[src/swhs_pkg.sv]
package swhs_pkg;

    // Width of the configuration write data and of the register index.
    localparam int CFG_DATA_W  = 20;
    localparam int CFG_INDEX_W = 2;

    // Bit counter width; the frame never exceeds 64 bits.
    localparam int BIT_IDX_W = 6;

    // Register indexes on the configuration port.
    localparam logic [CFG_INDEX_W-1:0] CFG_IDLE      = 2'd0;
    localparam logic [CFG_INDEX_W-1:0] CFG_START_LOW = 2'd1;
    localparam logic [CFG_INDEX_W-1:0] CFG_RELEASE   = 2'd2;
    localparam logic [CFG_INDEX_W-1:0] CFG_TIMEOUT   = 2'd3;

    // Register values after reset.
    localparam logic [CFG_DATA_W-1:0] RST_IDLE      = 20'd100000;
    localparam logic [CFG_DATA_W-1:0] RST_START_LOW = 20'd18000;
    localparam logic [CFG_DATA_W-1:0] RST_RELEASE   = 20'd40;
    localparam logic [CFG_DATA_W-1:0] RST_TIMEOUT   = 20'd1000;

    // Width of the release register.
    localparam int RELEASE_W = 10;

    // Phases of a read.
    typedef enum logic [2:0] {
        PH_IDLE,
        PH_PRE,
        PH_START,
        PH_REL,
        PH_RLOW,
        PH_RHIGH,
        PH_BLOW,
        PH_BHIGH
    } t_phase;

    // Completion codes of a read.
    typedef enum logic [1:0] {
        ST_OK,
        ST_TIMEOUT,
        ST_CHECKSUM
    } t_status;

    // One result item.
    typedef struct packed {
        logic       drive_low;
        logic       busy;
        logic       done;
        t_status    status;
        logic [7:0] humidity;
        logic [7:0] humidity_frac;
        logic [7:0] temperature;
        logic [7:0] temperature_frac;
        logic [7:0] check_byte;
    } t_result;

endpackage

[src/swhs_cfg.sv]
module swhs_cfg #(
    parameter int COUNT_WIDTH = 20
) (
    input  logic                               i_clk,
    input  logic                               i_rst_n,
    input  logic                               i_cfg_we,
    input  logic [swhs_pkg::CFG_INDEX_W-1:0]   i_cfg_index,
    input  logic [swhs_pkg::CFG_DATA_W-1:0]    i_cfg_data,
    output logic [COUNT_WIDTH-1:0]             o_idle_lim,
    output logic [COUNT_WIDTH-1:0]             o_start_lim,
    output logic [COUNT_WIDTH-1:0]             o_release_lim,
    output logic [COUNT_WIDTH-1:0]             o_timeout_lim
);

    localparam int XW = (COUNT_WIDTH > swhs_pkg::CFG_DATA_W) ? COUNT_WIDTH
                                                             : swhs_pkg::CFG_DATA_W;
    localparam logic [COUNT_WIDTH-1:0] CNT_MAX = '1;

    logic [COUNT_WIDTH-1:0] r_idle;
    logic [COUNT_WIDTH-1:0] r_start;
    logic [COUNT_WIDTH-1:0] r_release;
    logic [COUNT_WIDTH-1:0] r_timeout;
    logic [swhs_pkg::CFG_DATA_W-1:0] release_data;

    // Clamp a register value to the largest count the counters can hold.
    function automatic logic [COUNT_WIDTH-1:0] lim(input logic [swhs_pkg::CFG_DATA_W-1:0] v);
        logic [XW-1:0] vx;
        vx = XW'(v);
        if (vx > XW'(CNT_MAX)) begin
            lim = CNT_MAX;
        end else begin
            lim = COUNT_WIDTH'(vx);
        end
    endfunction

    // The release register is ten bits wide; upper data bits are dropped.
    assign release_data = swhs_pkg::CFG_DATA_W'(i_cfg_data[swhs_pkg::RELEASE_W-1:0]);

    // Limits are stored already clamped, so the counters compare directly.
    always_ff @(posedge i_clk) begin
        if (!i_rst_n) begin
            r_idle    <= lim(swhs_pkg::RST_IDLE);
            r_start   <= lim(swhs_pkg::RST_START_LOW);
            r_release <= lim(swhs_pkg::RST_RELEASE);
            r_timeout <= lim(swhs_pkg::RST_TIMEOUT);
        end else if (i_cfg_we) begin
            case (i_cfg_index)
                swhs_pkg::CFG_IDLE:      r_idle    <= lim(i_cfg_data);
                swhs_pkg::CFG_START_LOW: r_start   <= lim(i_cfg_data);
                swhs_pkg::CFG_RELEASE:   r_release <= lim(release_data);
                swhs_pkg::CFG_TIMEOUT:   r_timeout <= lim(i_cfg_data);
                default: begin
                end
            endcase
        end
    end

    assign o_idle_lim    = r_idle;
    assign o_start_lim   = r_start;
    assign o_release_lim = r_release;
    assign o_timeout_lim = r_timeout;

endmodule

[src/swhs_fsm.sv]
module swhs_fsm #(
    parameter int FRAME_BITS  = 40,
    parameter int COUNT_WIDTH = 20
) (
    input  logic                    i_clk,
    input  logic                    i_rst_n,
    input  logic                    i_step,
    input  logic                    i_act,
    input  logic                    i_lvl,
    input  logic [COUNT_WIDTH-1:0]  i_idle_lim,
    input  logic [COUNT_WIDTH-1:0]  i_start_lim,
    input  logic [COUNT_WIDTH-1:0]  i_release_lim,
    input  logic [COUNT_WIDTH-1:0]  i_timeout_lim,
    output swhs_pkg::t_result       o_result
);

    localparam logic [COUNT_WIDTH-1:0] CNT_MAX = '1;
    localparam logic [COUNT_WIDTH-1:0] CNT_ONE = COUNT_WIDTH'(1);
    localparam int VIEW_W = (FRAME_BITS > 40) ? FRAME_BITS : 40;
    localparam int BCMP_W = swhs_pkg::BIT_IDX_W + 1;

    swhs_pkg::t_phase  r_phase, n_phase;
    swhs_pkg::t_status r_status, n_status;
    logic [COUNT_WIDTH-1:0] r_wait, n_wait;
    logic [COUNT_WIDTH-1:0] r_low, n_low;
    logic [swhs_pkg::BIT_IDX_W-1:0] r_bit, n_bit;
    logic [FRAME_BITS-1:0] r_shift, n_shift;

    logic [COUNT_WIDTH-1:0] w_inc;
    logic [COUNT_WIDTH-1:0] w_step;
    logic [COUNT_WIDTH-1:0] lim_sel;
    logic                   lim_hit;
    logic [swhs_pkg::BIT_IDX_W-1:0] bit_nx;
    logic                   bit_end;
    logic                   sum_ok;
    logic                   done;
    logic [VIEW_W-1:0]      view;
    logic [7:0]             sum;

    // Saturating tick count and the next bit number.
    assign w_inc  = (r_wait == CNT_MAX) ? r_wait : r_wait + CNT_ONE;
    assign bit_nx = r_bit + swhs_pkg::BIT_IDX_W'(1);

    // Limit of the current fixed-length wait.
    always_comb begin
        case (r_phase)
            swhs_pkg::PH_PRE:   lim_sel = i_idle_lim;
            swhs_pkg::PH_START: lim_sel = i_start_lim;
            default:            lim_sel = i_release_lim;
        endcase
    end

    // Counters and frame shift register.
    always_comb begin
        w_step  = r_wait;
        n_low   = r_low;
        n_bit   = r_bit;
        n_shift = r_shift;
        bit_end = 1'b0;
        lim_hit = 1'b0;
        case (r_phase)
            swhs_pkg::PH_IDLE: begin
                if (i_act) begin
                    w_step  = '0;
                    n_low   = '0;
                    n_bit   = '0;
                    n_shift = '0;
                end
            end
            swhs_pkg::PH_PRE, swhs_pkg::PH_START, swhs_pkg::PH_REL: begin
                lim_hit = (w_inc >= lim_sel);
                w_step  = lim_hit ? '0 : w_inc;
            end
            swhs_pkg::PH_RLOW, swhs_pkg::PH_BLOW: begin
                if (!i_lvl) begin
                    w_step = w_inc;
                end else begin
                    if (r_phase == swhs_pkg::PH_BLOW) begin
                        n_low = r_wait;
                    end
                    w_step = CNT_ONE;
                end
            end
            swhs_pkg::PH_RHIGH: begin
                w_step = i_lvl ? w_inc : CNT_ONE;
            end
            swhs_pkg::PH_BHIGH: begin
                if (i_lvl) begin
                    w_step = w_inc;
                end else begin
                    // A bit is one when its high pulse outlasts its low pulse.
                    n_shift = {r_shift[FRAME_BITS-2:0], (r_wait > r_low)};
                    n_bit   = bit_nx;
                    bit_end = (BCMP_W'(bit_nx) >= BCMP_W'(FRAME_BITS)) ||
                              (bit_nx == '0);
                    w_step  = CNT_ONE;
                end
            end
            default: begin
            end
        endcase
    end

    // Byte view of the frame and the checksum over the four data bytes.
    assign view   = VIEW_W'(n_shift);
    assign sum    = view[15:8] + view[23:16] + view[31:24] + view[39:32];
    assign sum_ok = (sum == view[7:0]);

    // Next phase, completion and status.
    always_comb begin
        n_phase  = r_phase;
        n_status = r_status;
        done     = 1'b0;
        case (r_phase)
            swhs_pkg::PH_IDLE: begin
                if (i_act) begin
                    n_phase = swhs_pkg::PH_PRE;
                end
            end
            swhs_pkg::PH_PRE: begin
                if (lim_hit) begin
                    n_phase = swhs_pkg::PH_START;
                end
            end
            swhs_pkg::PH_START: begin
                if (lim_hit) begin
                    n_phase = swhs_pkg::PH_REL;
                end
            end
            swhs_pkg::PH_REL: begin
                if (lim_hit) begin
                    n_phase = swhs_pkg::PH_RLOW;
                end
            end
            swhs_pkg::PH_RLOW: begin
                if (i_lvl) begin
                    n_phase = swhs_pkg::PH_RHIGH;
                end
                if (w_step >= i_timeout_lim) begin
                    done     = 1'b1;
                    n_status = swhs_pkg::ST_TIMEOUT;
                end
            end
            swhs_pkg::PH_BLOW: begin
                if (i_lvl) begin
                    n_phase = swhs_pkg::PH_BHIGH;
                end
                if (w_step >= i_timeout_lim) begin
                    done     = 1'b1;
                    n_status = swhs_pkg::ST_TIMEOUT;
                end
            end
            swhs_pkg::PH_RHIGH: begin
                if (!i_lvl) begin
                    n_phase = swhs_pkg::PH_BLOW;
                end
                if (w_step >= i_timeout_lim) begin
                    done     = 1'b1;
                    n_status = swhs_pkg::ST_TIMEOUT;
                end
            end
            swhs_pkg::PH_BHIGH: begin
                if (!i_lvl && bit_end) begin
                    done     = 1'b1;
                    n_status = sum_ok ? swhs_pkg::ST_OK : swhs_pkg::ST_CHECKSUM;
                end else begin
                    if (!i_lvl) begin
                        n_phase = swhs_pkg::PH_BLOW;
                    end
                    if (w_step >= i_timeout_lim) begin
                        done     = 1'b1;
                        n_status = swhs_pkg::ST_TIMEOUT;
                    end
                end
            end
            default: begin
                n_phase = swhs_pkg::PH_IDLE;
            end
        endcase
        if (done) begin
            n_phase = swhs_pkg::PH_IDLE;
        end
    end

    assign n_wait = done ? '0 : w_step;

    // Result fields reflect the state after this tick's update.
    always_comb begin
        o_result.drive_low        = (n_phase == swhs_pkg::PH_START);
        o_result.busy             = (n_phase != swhs_pkg::PH_IDLE);
        o_result.done             = done;
        o_result.status           = n_status;
        o_result.humidity         = view[39:32];
        o_result.humidity_frac    = view[31:24];
        o_result.temperature      = view[23:16];
        o_result.temperature_frac = view[15:8];
        o_result.check_byte       = view[7:0];
    end

    // State advances once per tick that moves on to the result register.
    always_ff @(posedge i_clk) begin
        if (!i_rst_n) begin
            r_phase  <= swhs_pkg::PH_IDLE;
            r_status <= swhs_pkg::ST_OK;
            r_wait   <= '0;
            r_low    <= '0;
            r_bit    <= '0;
            r_shift  <= '0;
        end else if (i_step) begin
            r_phase  <= n_phase;
            r_status <= n_status;
            r_wait   <= n_wait;
            r_low    <= n_low;
            r_bit    <= n_bit;
            r_shift  <= n_shift;
        end
    end

`ifndef SYNTH
    a_done_to_idle: assert property (@(posedge i_clk) disable iff (!i_rst_n)
        (i_step && done) |=> (r_phase == swhs_pkg::PH_IDLE && r_wait == '0))
        else $error("read finished but phase did not return to idle");

    a_idle_holds: assert property (@(posedge i_clk) disable iff (!i_rst_n)
        (i_step && r_phase == swhs_pkg::PH_IDLE && !i_act) |=>
        (r_phase == swhs_pkg::PH_IDLE))
        else $error("idle phase left without a start request");

    a_no_step_holds: assert property (@(posedge i_clk) disable iff (!i_rst_n)
        !i_step |=> ($stable(r_phase) && $stable(r_wait) && $stable(r_shift)))
        else $error("state changed without a tick");

    a_bit_range: assert property (@(posedge i_clk) disable iff (!i_rst_n)
        (BCMP_W'(r_bit) <= BCMP_W'(FRAME_BITS)))
        else $error("bit counter beyond frame length");
`endif

endmodule

[src/single_wire_humidity_sensor_reader.sv]
// Single-wire temperature and humidity sensor reader.
// Each input transaction is one tick: i_action requests a read and
// i_line_level carries the sampled data line. Each input transaction
// yields exactly one output transaction with the line drive, busy and
// done flags, the last read status and the five frame bytes.
// A read releases the line for idle_ticks, drives it low for
// start_low_ticks, releases it for release_ticks, then times the sensor's
// response and 40 bit pulses; any level wait reaching timeout_ticks ends
// it with a timeout status, and a bad check byte with a checksum status.
// Configuration is written on i_cfg_we with i_cfg_index and i_cfg_data.
// Pipeline: an input transaction is registered, then its result is loaded
// into the output register; one transaction per cycle is sustained while
// the receiver is ready, as the read state machine is combinational between them.
// When the receiver stalls, the output register holds its result and the
// input register holds one more tick; o_in_ready then drops.
// Reset is synchronous and active low: the block returns to idle with
// cleared counters, frame and status, and registers take their defaults.
module single_wire_humidity_sensor_reader #(
    parameter int FRAME_BITS  = 40,
    parameter int COUNT_WIDTH = 20
) (
    input  logic                             i_clk,
    input  logic                             i_rst_n,
    input  logic                             i_cfg_we,
    input  logic [swhs_pkg::CFG_INDEX_W-1:0] i_cfg_index,
    input  logic [swhs_pkg::CFG_DATA_W-1:0]  i_cfg_data,
    input  logic                             i_in_valid,
    output logic                             o_in_ready,
    input  logic                             i_action,
    input  logic                             i_line_level,
    output logic                             o_out_valid,
    input  logic                             i_out_ready,
    output logic                             o_drive_low,
    output logic                             o_busy_res,
    output logic                             o_done_res,
    output logic [1:0]                       o_status,
    output logic [7:0]                       o_humidity,
    output logic [7:0]                       o_humidity_frac,
    output logic [7:0]                       o_temperature,
    output logic [7:0]                       o_temperature_frac,
    output logic [7:0]                       o_check_byte
);

    logic [COUNT_WIDTH-1:0] idle_lim;
    logic [COUNT_WIDTH-1:0] start_lim;
    logic [COUNT_WIDTH-1:0] release_lim;
    logic [COUNT_WIDTH-1:0] timeout_lim;

    logic r_in_valid;
    logic r_act;
    logic r_lvl;
    logic r_out_valid;
    swhs_pkg::t_result r_out;
    swhs_pkg::t_result result;
    logic step;

    swhs_cfg #(
        .COUNT_WIDTH(COUNT_WIDTH)
    ) u_cfg (
        .i_clk         (i_clk),
        .i_rst_n       (i_rst_n),
        .i_cfg_we      (i_cfg_we),
        .i_cfg_index   (i_cfg_index),
        .i_cfg_data    (i_cfg_data),
        .o_idle_lim    (idle_lim),
        .o_start_lim   (start_lim),
        .o_release_lim (release_lim),
        .o_timeout_lim (timeout_lim)
    );

    // A registered tick moves on whenever the output register is free.
    assign step       = r_in_valid && (!r_out_valid || i_out_ready);
    assign o_in_ready = !r_in_valid || step;

    swhs_fsm #(
        .FRAME_BITS  (FRAME_BITS),
        .COUNT_WIDTH (COUNT_WIDTH)
    ) u_fsm (
        .i_clk         (i_clk),
        .i_rst_n       (i_rst_n),
        .i_step        (step),
        .i_act         (r_act),
        .i_lvl         (r_lvl),
        .i_idle_lim    (idle_lim),
        .i_start_lim   (start_lim),
        .i_release_lim (release_lim),
        .i_timeout_lim (timeout_lim),
        .o_result      (result)
    );

    // Input register.
    always_ff @(posedge i_clk) begin
        if (!i_rst_n) begin
            r_in_valid <= 1'b0;
        end else if (o_in_ready) begin
            r_in_valid <= i_in_valid;
        end
    end

    always_ff @(posedge i_clk) begin
        if (o_in_ready && i_in_valid) begin
            r_act <= i_action;
            r_lvl <= i_line_level;
        end
    end

    // Output register.
    always_ff @(posedge i_clk) begin
        if (!i_rst_n) begin
            r_out_valid <= 1'b0;
        end else if (step) begin
            r_out_valid <= 1'b1;
        end else if (i_out_ready) begin
            r_out_valid <= 1'b0;
        end
    end

    always_ff @(posedge i_clk) begin
        if (step) begin
            r_out <= result;
        end
    end

    assign o_out_valid        = r_out_valid;
    assign o_drive_low        = r_out.drive_low;
    assign o_busy_res         = r_out.busy;
    assign o_done_res         = r_out.done;
    assign o_status           = r_out.status;
    assign o_humidity         = r_out.humidity;
    assign o_humidity_frac    = r_out.humidity_frac;
    assign o_temperature      = r_out.temperature;
    assign o_temperature_frac = r_out.temperature_frac;
    assign o_check_byte       = r_out.check_byte;

`ifndef SYNTH
    a_stall_holds: assert property (@(posedge i_clk) disable iff (!i_rst_n)
        (r_out_valid && !i_out_ready) |=> (r_out_valid && $stable(r_out)))
        else $error("stalled result changed");

    a_step_needs_tick: assert property (@(posedge i_clk) disable iff (!i_rst_n)
        step |-> r_in_valid)
        else $error("state advanced without a registered tick");

    a_full_blocks: assert property (@(posedge i_clk) disable iff (!i_rst_n)
        (r_in_valid && r_out_valid && !i_out_ready) |-> !o_in_ready)
        else $error("input accepted while both registers are full");
`endif

endmodule

[config.mk]
export PLATFORM = sky130hd
export DESIGN_NAME = single_wire_humidity_sensor_reader
export DESIGN_NICKNAME = d
export VERILOG_FILES = /design/src/swhs_pkg.sv /design/src/swhs_cfg.sv /design/src/swhs_fsm.sv /design/src/single_wire_humidity_sensor_reader.sv
export SDC_FILE = /design/constraint.sdc
export NUM_CORES = 1
export LEC_CHECK = 0
export BUFFER_PORTS_ARGS = -buffer_cell sky130_fd_sc_hd__buf_4
export CAP_MARGIN = 25
export CORE_MARGIN = 3
export CORE_UTILIZATION = 65
export CTS_CLUSTER_SIZE = 28
export DETAILED_ROUTE_END_ITERATION = 6
export GPL_TIMING_DRIVEN = 0
export PLACE_DENSITY_LB_ADDON = 0.08
export SYNTH_ARGS = -nofsm -noshare
export SYNTH_HDL_FRONTEND = slang
export SYNTH_SLANG_ARGS = --single-unit
[constraint.sdc]
create_clock -name i_clk -period 19.54 [get_ports i_clk]
set_clock_uncertainty 0.15 [all_clocks]
set_input_delay 0.977 -clock i_clk [delete_from_list [all_inputs] [get_ports i_clk]]
set_output_delay 0.977 -clock i_clk [all_outputs]
set_load 0.01 [all_outputs]
==> qor.yml, run 1 <==
outcome: "completed"
die-area_um2: 19000
hold_end: "u_fsm.r_low[1]"
fp.coreArea_um2: 16800
synth_seq_area_share_pct: 41.5
clkSinkCount: 210
ys_ff_latch: 210
cp_slowest_stage_delay_ns: 0.55
first_pass_iters: 7
synth-edff-count: 47
finalSetupTns_ns: 0
reg2reg_slack_ns: 11.47
grt-ovfl-total: 0
grtUsageTotal_pct: 32.5
mostFrequentLayoutCell: "nand2_1"
synthTopCellsByArea: "dfxtp_1, edfxtp_1, nand2_1"
clk_latency_ns: 0.51
hp-class: "reg2reg"
antenna_found_initial: 0
path_class: "reg2reg"
area_growth_pct: 14.3
arrival_ns: 8.31
endpoint_kind: "register"
netlist.area_leader.share_pct: 29.0
io_pins: 76
diodes: 0
pwr_density_cell_nw_per_um2: 76.3
wl_per_cell_um: 18.0
synth-xor-area-share_pct: 2.53
synth-compound-area-share_pct: 19.8
grt_max_degree: 36
r2r_start: "u_fsm.r_wait[0]"
cpMaxStageDelayCell: "dfxtp_1"
port_buffers: 73
yosys.area_share.simple_pct: 19.3
power.total_uw: 983
start_util_pct: 67.2
r2r_end: "u_fsm.r_wait[15]"
synth_adder_area_share_pct: 10.1
row_count: 47
cts_hold_buffers: 0
worst_slew_margin_rel_pct: 38.3
min_period_ns: 8.07
place_congestion: 0.939
synth_area_per_cell_um2: 8.27
rsz0062_at_grt: "false"
path_max_fanout: 10
worstMarginPinSlew_ns: 0.925
setup_violations: 0
timing.final.max_slew_violations: 0
start_kind: "register"
grt_pass1_vias: 9602
htree_levels: 1
routed_wl_um: 30600
via_per_inst: 6.09
max-cap-violations: 0
syn_inst: 1363
path_clk_slew_ns: 0.06
p_leak_uw: 0.00534
ys.flop_type: "dfxtp_1"
worstPathRequired_ns: 19.78
drtIter0Drc: 1030
synthMuxAreaShare_pct: 0.366
rr_worst_depth: 30
cts_inserted_buffers: 22
vias: 10300
postCtsSetupRepairBufs: 0
syn_area_um2: 11300
drive_above_1_share_pct: 8.59
async_reset_ff_share_pct: 0
fin_crit_sh_pct: 41.3
cts.path.max_buffers: 3
hold_start: "u_fsm.r_low[1]"
drc: 0
hpwl_um: 22600
ant_nets: 0
ctsResizeCount: 0
cts_tree: "yes"
final_cell_mix: "nand2_1, dfxtp_1, a21oi_1, inv_1, nor2_1"
max-vdd-ir-drop_v: 0.0000799
synth_cell_type_count: 65
hold_viol_final: 0
syn-num-nets: 1475
hold_depth: 2
root_buffer: "clkbuf_16"
yosysWarnings: 0
finalInstanceArea_um2: 12900
synth_top_family_by_area: "compound AO/OA/AOI/OAI gates"
fillers: 1255
placed_area_um2: 12100
grt_pass1_wl_um: 49200
die_y_um: 138
yosys.area.top_type: "dfxtp_1"
die_x_um: 138
layout.nets: 1574
max_freq_ghz: 0.124
-- routing by layer --
layer / vias up / track usage [%] / wire length (um)
li1: 4930 / - / -
met1: 4856 / 48.0 / 13600
met2: 518 / 49.6 / 13400
met3: 45 / 5.51 / 3010
met4: 0 / 7.65 / 541
met5: - / 0 / 0
-- flip-flops by register name (all words and copies together) (netlist names), 2 cells and up --
name,flops
u_fsm.r_bit,6
u_fsm.r_shift,40
o_humidity,8
o_status,2
u_cfg.o_start_lim,20
u_cfg.o_timeout_lim,20
u_fsm.r_phase,3
o_humidity_frac,8
o_temperature_frac,8
u_fsm.r_wait,20
u_cfg.o_release_lim,10
o_temperature,8
u_fsm.r_status,2
o_check_byte,8
u_cfg.o_idle_lim,20
u_fsm.r_low,20
-- logic make-up after synthesis --
| group | after synthesis |
|---|---|
| AND/OR/NAND/NOR | 492 |
| adder cells (fa/ha/maj) | 83 |
| buffers and inverters | 187 |
| multiplexers | 4 |
| XOR/XNOR | 31 |
| flip-flops | 210 |
| AO/OA/AOI/OAI | 356 |
-- layout make-up --
type | instances | area (um2) | area share (%)
clock buffers | 27 | 589 | 4.57
repair buffers | 75 | 573 | 4.45
flip-flops and latches | 210 | 4670 | 36.3
clock inverters | 13 | 176 | 1.37
multi-input cells | 966 | 5880 | 45.6
plain buffers | 88 | 347 | 2.69
well taps | 220 | 275 | 2.14
inverters | 99 | 372 | 2.88
-- metrics by stage --
| stage | instances | worst slack [ns] | hold slack (ns) | utilization, % |
|---|---|---|---|---|
| 2_1_floorplan | 1363 | 13.40 | 0.282 | - |
| 3_3_place_gp | 1656 | 11.74 | 0.288 | 72.2 |
| 3_5_place_dp | 1658 | 11.65 | 0.296 | 72.3 |
| 4_1_cts | 1698 | 11.59 | 0.303 | 76.9 |
| 5_1_grt | 1698 | 10.77 | 0.317 | 76.9 |
| 6_report | 1698 | 11.47 | 0.303 | 76.9 |
-- worst max path at each step --
stage	startpoint	end	slack, ns	depth (start not counted)
after global routing	u_fsm.r_wait[0]	u_fsm.r_wait[15]	10.77	30
after floorplan	u_fsm.r_wait[0]	u_fsm.r_wait[15]	13.40	31
after global placement	u_fsm.r_wait[1]	u_fsm.r_wait[15]	11.74	29
after detailed placement	u_fsm.r_wait[0]	u_fsm.r_wait[15]	11.65	30
after CTS	u_fsm.r_wait[0]	u_fsm.r_wait[15]	11.59	30
final	u_fsm.r_wait[0]	u_fsm.r_wait[15]	11.47	30
-- worst max-delay path: cells and delay by family (launching register included) --
family / cells / cell delay [ns]
DFF: 1 / 0.55
adders and majority gates: 3 / 0.84
and+or+nand+nor: 11 / 2.09
AOI/OAI and AO/OA: 11 / 2.34
buffers and inverters: 5 / 1.98
-- where the power goes --
group | leakage, uW | internal (uW) | switching (uW) | total, uW
clock network | 0.000377 | 268 | 173 | 442
registers | 0.00177 | 455 | 5.99 | 461
logic | 0.00319 | 26.7 | 54.0 | 80.6
total | 0.00534 | 750 | 233 | 983
-- Yosys cell counts, drive strengths merged (4+ instances only) --
library cell and n:
edfxtp 47, a22o 20, and3 7, nand3 51, a22oi 26, o31ai 14, o21ai 57, dfxtp 163
a32oi 15, inv 98, xnor2 20, fa 14, a21o 18, or3 4, buf 13, or2 4
nor4 5, nand4 22, o211ai 8, nor2 85, a31oi 7, clkbuf 75, xor2 10, a211oi 8
nand2b 22, nand2 253, and2 4, nor3 14, a21oi 157, nor2b 10, ha 69, o21a 6
Power figures use the tool's default switching activity.
==> run 2: changes to the inputs <==
Settings changed: ABC_AREA set to 1, CORE_UTILIZATION 65 to 56.
Clock period 19.54 ns to 6.8 ns, I/O delays scaled along.
==> run 2 against run 1 <==
  * Non-clock buffer count up 30
  * Die area up 25%
  * Hold slack worse by 0.21 ns
  * Sequential share of layout area down 3.4 points
  * Largest cell class unchanged
  * Synthesized cell count up 23%
==> qor.yml, run 2 <==
via_per_inst: 5.67  # was 6.09
ff_latch_area_um2: 4680  # was 4670 um2
worst_path_dominant_cell_family: "simple AND/OR/NAND/NOR gates"  # was compound AO/OA/AOI/OAI gates
cp_slowest_stage_delay_ns: 0.49  # was 0.55 ns
arrival_ns: 6.58  # was 8.31 ns
setup_violations: 0  # unchanged
row_count: 53  # was 47
synth_area_per_cell_um2: 7.30  # was 8.27 um2
diodes: 0  # unchanged
cts.path.max_buffers: 3  # unchanged
port_buffers: 75  # was 73
start_util_pct: 57.5  # was 67.2%
top_register: "u_fsm.r_shift"  # unchanged
max-cap-violations: 0  # unchanged
path_max_fanout: 10  # unchanged
grt-ovfl-total: 0  # unchanged
yosysWarnings: 0  # unchanged
synthTopCellsByArea: "dfxtp_1, edfxtp_1, nand2_1"  # unchanged
ys.flop_type: "dfxtp_1"  # unchanged
layout.nets: 1920  # was 1574
grt_max_degree: 35  # was 36
grt_pass1_vias: 11100  # was 9602
start_kind: "register"  # unchanged
hpwl_um: 27100  # was 22600 um
pwr_density_cell_nw_per_um2: 221  # was 76.3 nW/um2
syn_area_um2: 12200  # was 11300 um2
finalSetupTns_ns: 0  # unchanged
grt_use_met3_pct: 3.60  # was 5.51%
place_congestion: 0.975  # was 0.939
synth_cell_type_count: 47  # was 65
mostFrequentLayoutCell: "nand2_1"  # unchanged
drive_above_1_share_pct: 9.21  # was 8.59%
fillers: 1914  # was 1255
min_period_ns: 6.30  # was 8.07 ns
p_leak_uw: 0.00652  # was 0.00534 uW
worst_slew_margin_rel_pct: 50.4  # was 38.3%
rsz0062_at_grt: "false"  # unchanged
wl_per_cell_um: 17.2  # was 18.0 um
synth_seq_area_share_pct: 38.2  # was 41.5%
path_buf_inv: 6  # was 5
grtUsageMet2_pct: 51.7  # was 49.6%
root_buffer: "clkbuf_16"  # unchanged
cpMaxStageDelayCell: "dfxtp_1"  # unchanged
syn_inst: 1679  # was 1363
area_growth_pct: 16.2  # was 14.3%
drtIter0Drc: 1078  # was 1030
outcome: "completed"  # unchanged
clk_latency_ns: 0.52  # was 0.51 ns
netlist.area_leader.share_pct: 26.6  # was 29.0%
die-area_um2: 23700  # was 19000 um2
timing.final.max_slew_violations: 0  # unchanged
largest_reg_flops: 40  # unchanged
setup_slack_ns: 0.502  # was 11.47 ns
path_class: "reg2reg"  # unchanged
fin_crit_sh_pct: 92.6  # was 41.3%
synth.most_common_cell: "nand2_1"  # unchanged
yosys.area.top_type: "dfxtp_1"  # unchanged
place_ws_ns: 0.474  # was 11.65 ns
max-vdd-ir-drop_v: 0.000188  # was 0.0000799 V
grt_pass1_wl_um: 57800  # was 49200 um
ys_ff_latch: 210  # unchanged
clkSinkCount: 210  # unchanged
drc: 0  # unchanged
die_y_um: 154  # was 138 um
die_x_um: 154  # was 138 um
vias: 11900  # was 10.3k
cts_inserted_buffers: 24  # was 22
synth-edff-count: 47  # unchanged
multi_input_area_um2: 6340  # was 5880 um2
first_pass_iters: 6  # was 7
synth_commonest_cells: "nand2_1, inv_1, a21oi_1"  # was nand2_1, dfxtp_1, a21oi_1
cts_tree: "yes"  # unchanged
syn-num-nets: 1791  # was 1475
grt_use_met1_pct: 38.9  # was 48.0%
crit_top_cell: "nand2_1"
routed_wl_um: 36000  # was 30600 um
max_freq_ghz: 0.159  # was 0.124 GHz
io_pins: 76  # unchanged
hold_viol_final: 0  # unchanged
globalRoute.busiestLayer: "met2"  # unchanged
htree_levels: 1  # unchanged
final_cell_mix: "nand2_1, inv_1, a21oi_1, nor2_1, dfxtp_1"  # was nand2_1, dfxtp_1, a21oi_1, inv_1, nor2_1
ant_nets: 0  # unchanged
hp-class: "in2reg"  # was reg2reg
grtUsageTotal_pct: 30.0  # was 32.5%
antenna_found_initial: 0  # unchanged
fp.coreArea_um2: 21300  # was 16800 um2
worstMarginPinSlew_ns: 0.743  # was 0.925 ns
path_clk_slew_ns: 0.07  # was 0.06 ns
worstPathRequired_ns: 7.08  # was 19.78 ns
fin_hold_ws_ns: 0.0892  # was 0.303 ns
power.total_uw: 3150  # was 983 uW
async_reset_ff_share_pct: 0  # unchanged
endpoint_kind: "register"  # unchanged
-- run 2: cell count changes in the layout (fill, tap and decap cells not counted), moves of 15 or more --
cell | previous run | this run
a32oi_1 | 15 | 0
nor2_1 | 85 | 167
nand3_1 | 51 | 125
dlygate4sd3_1 | 0 | 24
o21ai_0 | 57 | 135
a22oi_1 | 25 | 0
a21oi_1 | 156 | 172
inv_1 | 97 | 218
a211oi_1 | 8 | 23
nand2b_1 | 22 | 0
a21o_1 | 18 | 2
nand2_1 | 253 | 308
xnor2_1 | 20 | 5
-- run 2: worst paths after layout --
kind	from	endpoint	slack, ns	cells after the start
max	u_fsm.r_wait[1]	u_fsm.r_wait[14]	0.50	32
min	i_cfg_index[0]	u_cfg.o_release_lim[5]	0.09	3
max reg2reg	u_fsm.r_wait[1]	u_fsm.r_wait[14]	0.50	32
min reg2reg	u_cfg.o_release_lim[3]	u_cfg.o_release_lim[3]	0.30	2
-- run 2: metal layers --
metal / vias to the layer above / wire length [um] / share of wire (%)
li1: 5844 / - / -
met1: 5549 / 14800 / 41
met2: 433 / 17500 / 49
met3: 84 / 2330 / 6.5
met4: 0 / 1350 / 3.7
met5: - / 0 / 0
-- run 2: timing repair --
action                                  in CTS  in global routing
resized for setup                            0                  4
endpoints found under the setup margin       0                 21
setup buffers                                0                  3
hold buffers                                24                  0
hold endpoints to repair                    65                  0
-- run 2: cell families after synthesis --
kind of cell,synth area share (%)
buf+inv,10.1
xor+xnor,1.07
simple gates,24.7
flops,38.2
fa+ha+maj,9.34
compound gates,16.6
-- run 2: where the power goes --
part	switching [uW]	leakage, uW	internal [uW]
Combinational	322	0.00436	171
Sequential	31.3	0.00178	1340
Clock	515	0.000379	768
Total	868	0.00652	2280
-- run 2: through the flow --
step | util, % | cell area [um2] | instances
6_report | 66.9 | 14200 | 2100
5_1_grt | 66.9 | 14200 | 2100
4_1_cts | 66.7 | 14200 | 2097
3_5_place_dp | 61.9 | 13200 | 2030
3_3_place_gp | 61.8 | 13200 | 2029
2_1_floorplan | - | 12200 | 1679
-- run 2: layout make-up --
type / count / share of cell area [%]
plain buffers: 90 / 2.83
clock buffers: 33 / 4.75
clock inverters: 10 / 0.721
inverters: 223 / 5.91
multi-input cells: 1156 / 44.6
flip-flops and latches: 210 / 32.9
well taps: 275 / 2.42
repair buffers: 103 / 5.94
-- run 2: worst reg2reg max path, delay by kind of cell (launching register included) --
kind                       cells  cell delay [ns]
AOI/OAI and AO/OA              3             0.59
adders and majority gates      3             0.83
buffers and inverters          6             1.03
and+or+nand+nor               20             3.12
DFF                            1             0.49
==> run 3: changes to the inputs <==
Settings changed: SYNTH_HIERARCHICAL set to 1.
==> run 3 against run 2 <==
  * Die area increased by 1.0%
  * Hold slack got worse by 0.046 ns
  * Final cell count increased by 1.5%
  * Maximum frequency increased by 3.1%
  * Synthesized cell count increased by 1.4%
  * Count of clock-buffer cells in the layout decreased by 5
  * Power increased by 3.7%
  * Non-clock buffer count increased by 1
  * Clock power increased by 5%
  * Final area increased by 1.5%
  * Critical endpoint is now u_fsm/r_phase[2]
  * Largest cell class unchanged
  * Highest routed layer is now met5
==> qor.yml, run 3 <==
netlist.area_leader.share_pct: 26.4  # was 26.6%
root_buffer: "clkbuf_16"  # unchanged
drc: 0  # unchanged
start_util_pct: 58.0  # was 57.5%
hp-class: "in2reg"  # unchanged
die_y_um: 155  # was 154 um
synth_cell_type_count: 52  # was 47
worstMarginPinSlew_ns: 0.660  # was 0.743 ns
synth_commonest_cells: "nand2_1, inv_1, nor2_1"  # was nand2_1, inv_1, a21oi_1
via_per_inst: 5.47  # was 5.67
grt_pass1_wl_um: 55500  # was 57800 um
crit_top_cell: "nand2_1"  # unchanged
cpMaxStageDelayCell: "a221oi_1"  # was dfxtp_1
outcome: "completed"  # unchanged
r2r_end: "u_fsm/r_phase[2]"  # was u_fsm.r_wait[14]
p_int_uw: 2350  # was 2280 uW
wl_per_cell_um: 16.2  # was 17.2 um
min_period_ns: 6.11  # was 6.30 ns
arrival_ns: 6.39  # was 6.58 ns
final_util_pct: 67.7  # was 66.9%
clk_latency_ns: 0.53  # was 0.52 ns
die-area_um2: 23900  # was 23700 um2
endpoint_kind: "register"  # unchanged
grtUsageTotal_pct: 28.3  # was 30.0%
worst_slew_margin_rel_pct: 56.0  # was 50.4%
fin_crit_sh_pct: 89.8  # was 92.6%
ys.flop_type: "dfxtp_1"  # unchanged
fp.coreArea_um2: 21400  # was 21300 um2
drtIter0Drc: 1243  # was 1078
io_pins: 76  # unchanged
grt_max_degree: 33  # was 35
path_clk_slew_ns: 0.06  # was 0.07 ns
synth_seq_area_share_pct: 37.8  # was 38.2%
first_pass_iters: 6  # unchanged
max-cap-violations: 0  # unchanged
hold_depth: 4  # was 3
grt_pass1_vias: 10700  # was 11.1k
fin_hold_ws_ns: 0.0432  # was 0.0892 ns
hpwl_um: 25700  # was 27100 um
pwr_density_cell_nw_per_um2: 226  # was 221 nW/um2
setup_violations: 0  # unchanged
path_max_fanout: 10  # unchanged
synthTopCellsByArea: "dfxtp_1, nand2_1, edfxtp_1"  # was dfxtp_1, edfxtp_1, nand2_1
rsz0062_at_grt: "false"  # unchanged
vias: 11700  # was 11.9k
start_kind: "register"  # unchanged
yosysWarnings: 6  # was 0
setup_slack_ns: 0.693  # was 0.502 ns
sw_frac_of_total_pct: 28.1  # was 27.6%
r2r_start: "u_fsm/r_phase[0]"  # was u_fsm.r_wait[1]
hold_end: "u_cfg/o_release_lim[5]"  # was u_cfg.o_release_lim[5]
cts.path.max_buffers: 3  # unchanged
max-vdd-ir-drop_v: 0.000212  # was 0.000188 V
drive_above_1_share_pct: 10.9  # was 9.21%
reg2reg_slack_ns: 0.69  # was 0.50 ns
top_register: "u_fsm/r_shift"  # was u_fsm.r_shift
hold_start: "i_cfg_index[0]"  # unchanged
p_switching_uw: 917  # was 868 uW
timing.final.max_slew_violations: 0  # unchanged
htree_levels: 1  # unchanged
p_leak_uw: 0.00688  # was 0.00652 uW
finalSetupTns_ns: 0  # unchanged
cts_tree: "yes"  # unchanged
final_cell_mix: "nand2_1, inv_1, nor2_1, dfxtp_1, a21oi_1"  # was nand2_1, inv_1, a21oi_1, nor2_1, dfxtp_1
grt-ovfl-total: 0  # unchanged
yosys.area.top_type: "dfxtp_1"  # unchanged
seqPwrFrac_pct: 42.0  # was 43.6%
clkSinkCount: 210  # unchanged
syn_area_um2: 12400  # was 12200 um2
async_reset_ff_share_pct: 0  # unchanged
place_ws_ns: 0.437  # was 0.474 ns
cp_slowest_stage_delay_ns: 0.39  # was 0.49 ns
worstPathRequired_ns: 7.08  # about the same
synth_area_per_cell_um2: 7.27  # was 7.30 um2
ys_ff_latch: 210  # unchanged
die_x_um: 155  # was 154 um
power_frac_comb_pct: 16.5  # was 15.6%
routed_wl_um: 34500  # was 36000 um
hold_viol_final: 0  # unchanged
mostFrequentLayoutCell: "nand2_1"  # unchanged
port_buffers: 72  # was 75
row_count: 53  # unchanged
rr_worst_depth: 33  # was 32
diodes: 0  # unchanged
area_growth_pct: 16.7  # was 16.2%
place_congestion: 0.918  # was 0.975
largest_reg_flops: 40  # unchanged
path_class: "reg2reg"  # unchanged
ant_nets: 0  # unchanged
max_freq_ghz: 0.164  # was 0.159 GHz
synth-edff-count: 47  # unchanged
p_clk_share_pct: 41.5  # was 40.7%
synth.most_common_cell: "nand2_1"  # unchanged
layout.nets: 1950  # was 1920
antenna_found_initial: 1  # was 0
syn_inst: 1703  # was 1679
cts_inserted_buffers: 24  # unchanged
[run 3: cell count changes after synthesis, sizes merged, moves of 9 or more]
cell    previous run  this run
clkbuf            66        42
inv              221       262
o21ai            138        87
o22ai              8        17
nand2            319       382
buf               24        52
a221oi             6        15
nand3            129       108
a22o              10         0
a21oi            172       160
nand4             37        20
nor2             173       184
[run 3: kinds of logic (layout without fill, tap and decap cells)]
kind of cell             after synthesis  count (layout)  synth area share, %
adder cells (fa/ha/maj)               83              83                 9.24
buffers and inverters                356             500                 12.3
other                                  1              10               0.0303
flip-flops                           210             210                 37.8
AND/OR/NAND/NOR                      720             720                 24.9
multiplexers                           1               1               0.0808
AO/OA/AOI/OAI                        315             315                 14.5
XOR/XNOR                              17              17                 1.20
[run 3: what timing repair did]
item | in CTS | in global routing
buffers inserted | 0 | 0
hold endpoints to repair | 62 | 0
resized for setup | 0 | 3
endpoints found under the setup margin | 0 | 24
hold buffers | 27 | 0
[run 3: cell type report]
cell class | instances | area [um2]
Fill cell | 1902 | 6900
Timing Repair Buffer | 100 | 831
Sequential cell | 210 | 4670
Inverter | 262 | 986
Multi-Input combinational cell | 1146 | 6240
Clock buffer | 28 | 668
Clock inverter | 16 | 160
Tap cell | 275 | 344
Buffer | 94 | 542
[run 3: layer usage]
metal	vias up	global-route usage [%]	wire, um
met5	-	0	14
met4	2	6.10	699
met3	62	5.40	3090
met2	499	44.0	15100
met1	5328	41.2	15600
li1	5771	-	-
[run 3: worst max-delay path, delay by kind of cell (launching register included)]
kind	cells	cell delay, ns
AND/OR/NAND/NOR	16	1.92
AO/OA/AOI/OAI	8	1.73
buffers and inverters	7	1.28
adder cells (fa/ha/maj)	2	0.61
flip-flops	1	0.32
[run 3: worst max path at each step]
stage          depth (start not counted)                to  slack, ns              from
2_1_floorplan                         33  u_fsm/r_wait[15]       2.21  u_fsm/r_phase[0]
3_3_place_gp                          31  u_fsm/r_phase[2]       0.56  u_fsm/r_phase[0]
3_5_place_dp                          31  u_fsm/r_phase[2]       0.44  u_fsm/r_phase[0]
4_1_cts                               33  u_fsm/r_phase[2]       0.41  u_fsm/r_phase[0]
5_1_grt                               33  u_fsm/r_phase[2]       0.08  u_fsm/r_phase[0]
6_report                              33  u_fsm/r_phase[2]       0.69  u_fsm/r_phase[0]
[run 3: per-stage QoR]
stage,cells,cell area (um2),power (uW)
after global placement,2059,13300,1890
after CTS,2131,14400,3270
after global routing,2131,14400,3410
after floorplan,1712,12400,1740
after detailed placement,2060,13300,1910
final,2131,14400,3260
[run 3: power groups by stage]
stage / registers, uW / clock network, uW / logic [uW]
6_report: 1370 / 1350 / 538
5_1_grt: 1380 / 1430 / 599
4_1_cts: 1370 / 1370 / 527
3_5_place_dp: 1400 / 0 / 508
3_3_place_gp: 1400 / 0 / 496
2_1_floorplan: 1400 / 0 / 343
